**config.mk**
```make
export PLATFORM = sky130hd
export DESIGN_NAME = lzssd_ram
export DESIGN_NICKNAME = d
export VERILOG_FILES = /design/src/lzssd_ram.sv
export SDC_FILE = /design/constraint.sdc
export NUM_CORES = 2
export LEC_CHECK = 0
export ABC_CLOCK_PERIOD_IN_PS = 2700
export BUFFER_PORTS_ARGS = -buffer_cell sky130_fd_sc_hd__buf_2
export CAP_MARGIN = 20
export CORE_MARGIN = 2
export CORE_UTILIZATION = 45
export CTS_CLUSTER_SIZE = 12
export DETAILED_ROUTE_END_ITERATION = 16
export PLACE_DENSITY = 0.61
export SLEW_MARGIN = 10
export SYNTH_ARGS = -nofsm -noshare
export SYNTH_HDL_FRONTEND = slang
export SYNTH_SLANG_ARGS = --single-unit
```
**constraint.sdc**
```tcl
create_clock -name clk -period 2.7 [get_ports clk]
set_clock_uncertainty 0.2 [all_clocks]
set_input_delay 0.54 -clock clk [delete_from_list [all_inputs] [get_ports clk]]
set_output_delay 0.54 -clock clk [all_outputs]
set_load 0.01 [all_outputs]
```
**src/lzssd_ram.sv**
```systemverilog
`timescale 1ns / 1ps
// Generic single-clock RAM: one write port, one read port, registered read.
// No dependencies.
module lzssd_ram #(
    parameter int WIDTH = 8,
    parameter int DEPTH = 256
) (
    input  logic                     clk,
    input  logic                     we,
    input  logic [$clog2(DEPTH)-1:0] waddr,
    input  logic [WIDTH-1:0]         wdata,
    input  logic                     re,
    input  logic [$clog2(DEPTH)-1:0] raddr,
    output logic [WIDTH-1:0]         rdata
);

    logic [WIDTH-1:0] mem [DEPTH];

    always_ff @(posedge clk)
    begin
        if (we)
        begin
            mem[waddr] <= wdata;
        end
        if (re)
        begin
            rdata <= mem[raddr];
        end
    end

endmodule
```
After elaboration in Yosys (flattened, before gate mapping)
Memory sizes are Yosys's and may differ from the RTL's. A register that Yosys moved wholly into a read port is not among the register bits.
Cells that the tools add are included.
{"block": "word_totals", "reg_bits": 0, "latchBits": 0, "mem_bits_rw": 2048, "romBits": 0, "in_bits": 27, "output_inout_bits": 8, "word_cells": 3, "mem_count": 1}
{"block": "classes", "addsub": 0, "multipliers": 0, "div": 0, "order_cmp": 0, "n_eq_ne": 0, "n_shift": 0, "n_mux": 2, "bitwise_logic": 0, "n_reduce_logical": 0}
{"name": "mem", "words": 256, "width": 8, "read_ports": 1, "rd_clocked_by_memory_dff": 1, "wr": 1, "line": "17", "rtl": "logic [WIDTH-1:0] mem [DEPTH];"}
{"op": "$mux W1", "n": 2}

Longest topological paths before layout
{"block": "depth", "ltp_word": 2, "depth_mapped": 11}

Least setup slack after synthesis
OpenSTA, ideal clock, no wires.
{"block": "synth_timing", "kind": "input to register", "from": "input raddr[0]", "to": "register rdata[2] (read register of mem), data pin", "setup_ns": 0.269, "arrival_time_ns": 2.347, "setup_slack_ns": -0.116, "path_stages": 9, "n_path_buf": 4, "cell_sequence": "buf_6 -> buf_12 -> buf_8 -> buf_2 -> mux4_2 -> a22oi_1 -> a21oi_1 -> nor4_1 -> nor4_2"}
{"element": "from (decl)", "line": "13", "rtl": "input logic [$clog2(DEPTH)-1:0] raddr,"}
{"element": "to (decl)", "line": "14", "rtl": "output logic [WIDTH-1:0] rdata"}

==> impl_metrics.ini <==
[clock_network]
clk_latency_ps = 840
post_cts_buffers = 0
path_clk_slew_ps = 60
cts_buffers = 207
cts_tree = done
cts_root_buf = clkbuf_16
cts.sinks = 2056
cts_max_level = 4
clk_path_buf_depth = 3

[synthesis]
synthCells = 3733
synth_area_leaders = edfxtp_1 78%, mux4_2 13%, mux2i_1 1.7%, nor2_1 1.3%, a22oi_1 1.3%
ys_seq_area_share_pct = 77.5
synth_edf_count = 2056
syn_nets = 3760
synth_warnings = 0
ys_types = 54
synth_top_area_share_pct = 77.5
synth_ff_type = edfxtp_1
avgSynthCellArea_um2 = 21.3
post-synth-top-count-cell = edfxtp_1
async_reset_ff_share_pct = 0
yosysTopAreaCell = edfxtp_1
ys_ff_latch = 2056
synth_top_cells_by_count = 2,056 x edfxtp_1, 454 x mux4_2, 282 x nor2_1, 134 x mux2i_1, 133 x a22oi_1
syn-cell-area_um2 = 79600

[grt]
grtUsageMet3_pct = 4.14
grt_first_pass_wirelength_mm = 293
grtUsageMet2_pct = 36.6
grt_pass1_vias = 41500
overflow = 0
top_usage_layer = met2
grt_max_degree = 77
track_usage_pct = 22.6
grt_util_met1_pct = 31.4
grt_antenna_before_repair = 9

[drt]
drtIter0Drc = 4725
dr.pass1.iters = 5
num_vias = 40700
ant_nets = 0
wl_per_cell_um = 28.9
wirelength_mm = 203
post-route-drc-count = 0
viasPerCell = 5.80

[outcome]
outcome = finished, final reports clean

[layout]
area_growth_pct = 19.1
fin_nets = 4562
layout.cells.non_filler = 7015
drive_above_1_share_pct = 33.4
fillers = 13400
finalInstanceArea_um2 = 94800

[setup_path]
crit_required_ps = 3080
crit_path_max_fanout = 1
worstSetupPathType = reg2reg
end_kind = flop
r2r_slack_ps = 60
arrival_ps = 3020
worst_r2r_startpoint = mem[64][1]$_DFFE_PP_
rr_endpoint = rdata[1]$_DFFE_PP_
rr_worst_depth = 6
start_kind = flop

[placed_design]
post-dp-hpwl_mm = 132
preCtsSetupSlack_ps = -1360
placed_cell_area_um2 = 88500
io_buffers = 34
gp_congestion = 0.868
dp_cells = 6658

[worst_hold_path]
hold_path_depth = 4
hp-class = in2reg
worstHoldStart = waddr[3]
hold_path_end = mem[157][4]$_DFFE_PP_

[floorplanning]
core.rowCount = 154
die_x_um = 425
coreArea_um2 = 176000
start_util_pct = 45.3
dieArea_um2 = 180000
io_pins = 35
fp.dieH_um = 425

[timing]
rsz0062_at_grt = false
worst_pin_slew_ps = 701
slew_viol_final = 0
fmax_mhz = 379
setup_viol = 0
period_minus_slack_ps = 2640
setup_ws_ps = 63.5
hold_violations = 0
fin_crit_sh_pct = 97.6
slew_headroom_pct = 53.3

[pwr]
powerDensity_nw_per_um2 = 688
p_leak_nw = 30.9
power_w = 0.0652
ir_worst_vdd_v = 0.000686

[job]
maxCapViolations = 0
==> worst max-delay path: stages (launching register included) <==
cell and delay, ps:
edfxtp_1 400, mux4_2 520, mux4_2 490, nor2b_1 150
nor4_2 300, buf_4 240, nor4_1 80
==> through the flow <==
stage	hold WS, ps	util, %	TNS [ps]
final	236	53.9	0
after global routing	227	53.9	0
after CTS	176	53.9	0
after detailed placement	737	50.3	-8380
after global placement	741	50.3	-9320
after floorplan	439	-	-38.3
==> registers in the layout (all words and copies together) (netlist names) <==
register / count
mem: 2048
rdata: 8
==> power by group <==
| part | total, W | switching [W] | internal (W) | leakage (nW) |
|---|---|---|---|---|
| clock | 0.0261 | 0.0117 | 0.0144 | 2.94 |
| combinational | 0.00384 | 0.00223 | 0.00161 | 9.44 |
| sequential | 0.0353 | 0.0000555 | 0.0352 | 18.5 |
| total | 0.0652 | 0.0140 | 0.0512 | 30.9 |
==> cell families after synthesis <==
family | Yosys count | share of synthesized area, %
DFF | 2056 | 77.5
and+or+nand+nor | 466 | 2.63
AOI/OAI and AO/OA | 385 | 3.42
muxes | 591 | 14.6
buffers and inverters | 235 | 1.83
==> cells in the final DEF, fill, tap and decap left out, drive strengths merged, types with 4 or more instances in the layout <==
master       Yosys  final
edfxtp        2056   2056
buf            122    817
mux4           456    456
nor2           282    282
clkbuf         111    268
mux2i          134    134
a22oi          133    133
a21oi           96     96
clkinv           1     68
o221ai          47     47
nand3           34     34
nand2           33     33
nor2b           31     31
o22ai           28     28
nor4            27     27
nor3            22     22
a211oi          16     16
a221oi          14     14
o21ai           12     12
nand4           10     10
o211ai          10     10
dlygate4sd3      0      9
inv              1      9
nand2b           8      8
a22o             8      8
and2             6      6
o22a             5      5
o32ai            5      5
a2111oi          5      5
or2              4      4
==> how the worst max path moves through the flow <==
stage                                startpoint                  to  depth (start not counted)
after floorplan                        raddr[0]  rdata[2]$_DFFE_PP_                          9
after global placement                 raddr[0]  rdata[1]$_DFFE_PP_                          9
after detailed placement               raddr[0]  rdata[3]$_DFFE_PP_                         13
after CTS                 mem[142][2]$_DFFE_PP_  rdata[2]$_DFFE_PP_                          8
after global routing       mem[80][3]$_DFFE_PP_  rdata[3]$_DFFE_PP_                          7
final                      mem[64][1]$_DFFE_PP_  rdata[1]$_DFFE_PP_                          6
==> per-layer routing <==
metal | vias up | share of wire [%]
met2 | 1510 | 49
met1 | 21500 | 41
met5 | - | 0.013
met4 | 4 | 2.8
met3 | 320 | 7.3
li1 | 17300 | -
==> area by class of cell <==
type                    count  area, µm²  share of cell area (%)
diodes                      2       5.00                 0.00528
repair buffers            826       7450                    7.86
flip-flops and latches   2056      61700                    65.1
clock buffers             268       5470                    5.77
clock inverters            79        574                   0.606
well taps                2340       2930                    3.09
inverters                   2       7.51                 0.00792
multi-input cells        1442      16700                    17.6
==> repair_timing <==
| item | in CTS | in global routing |
|---|---|---|
| pin swaps | 2 | 7 |
| resized for setup | 13 | 11 |
| endpoints found under the setup margin | 7 | 7 |
| hold buffers | 9 | 0 |
| endpoints found under the hold margin | 285 | 0 |
Power figures use the tool's default switching activity.
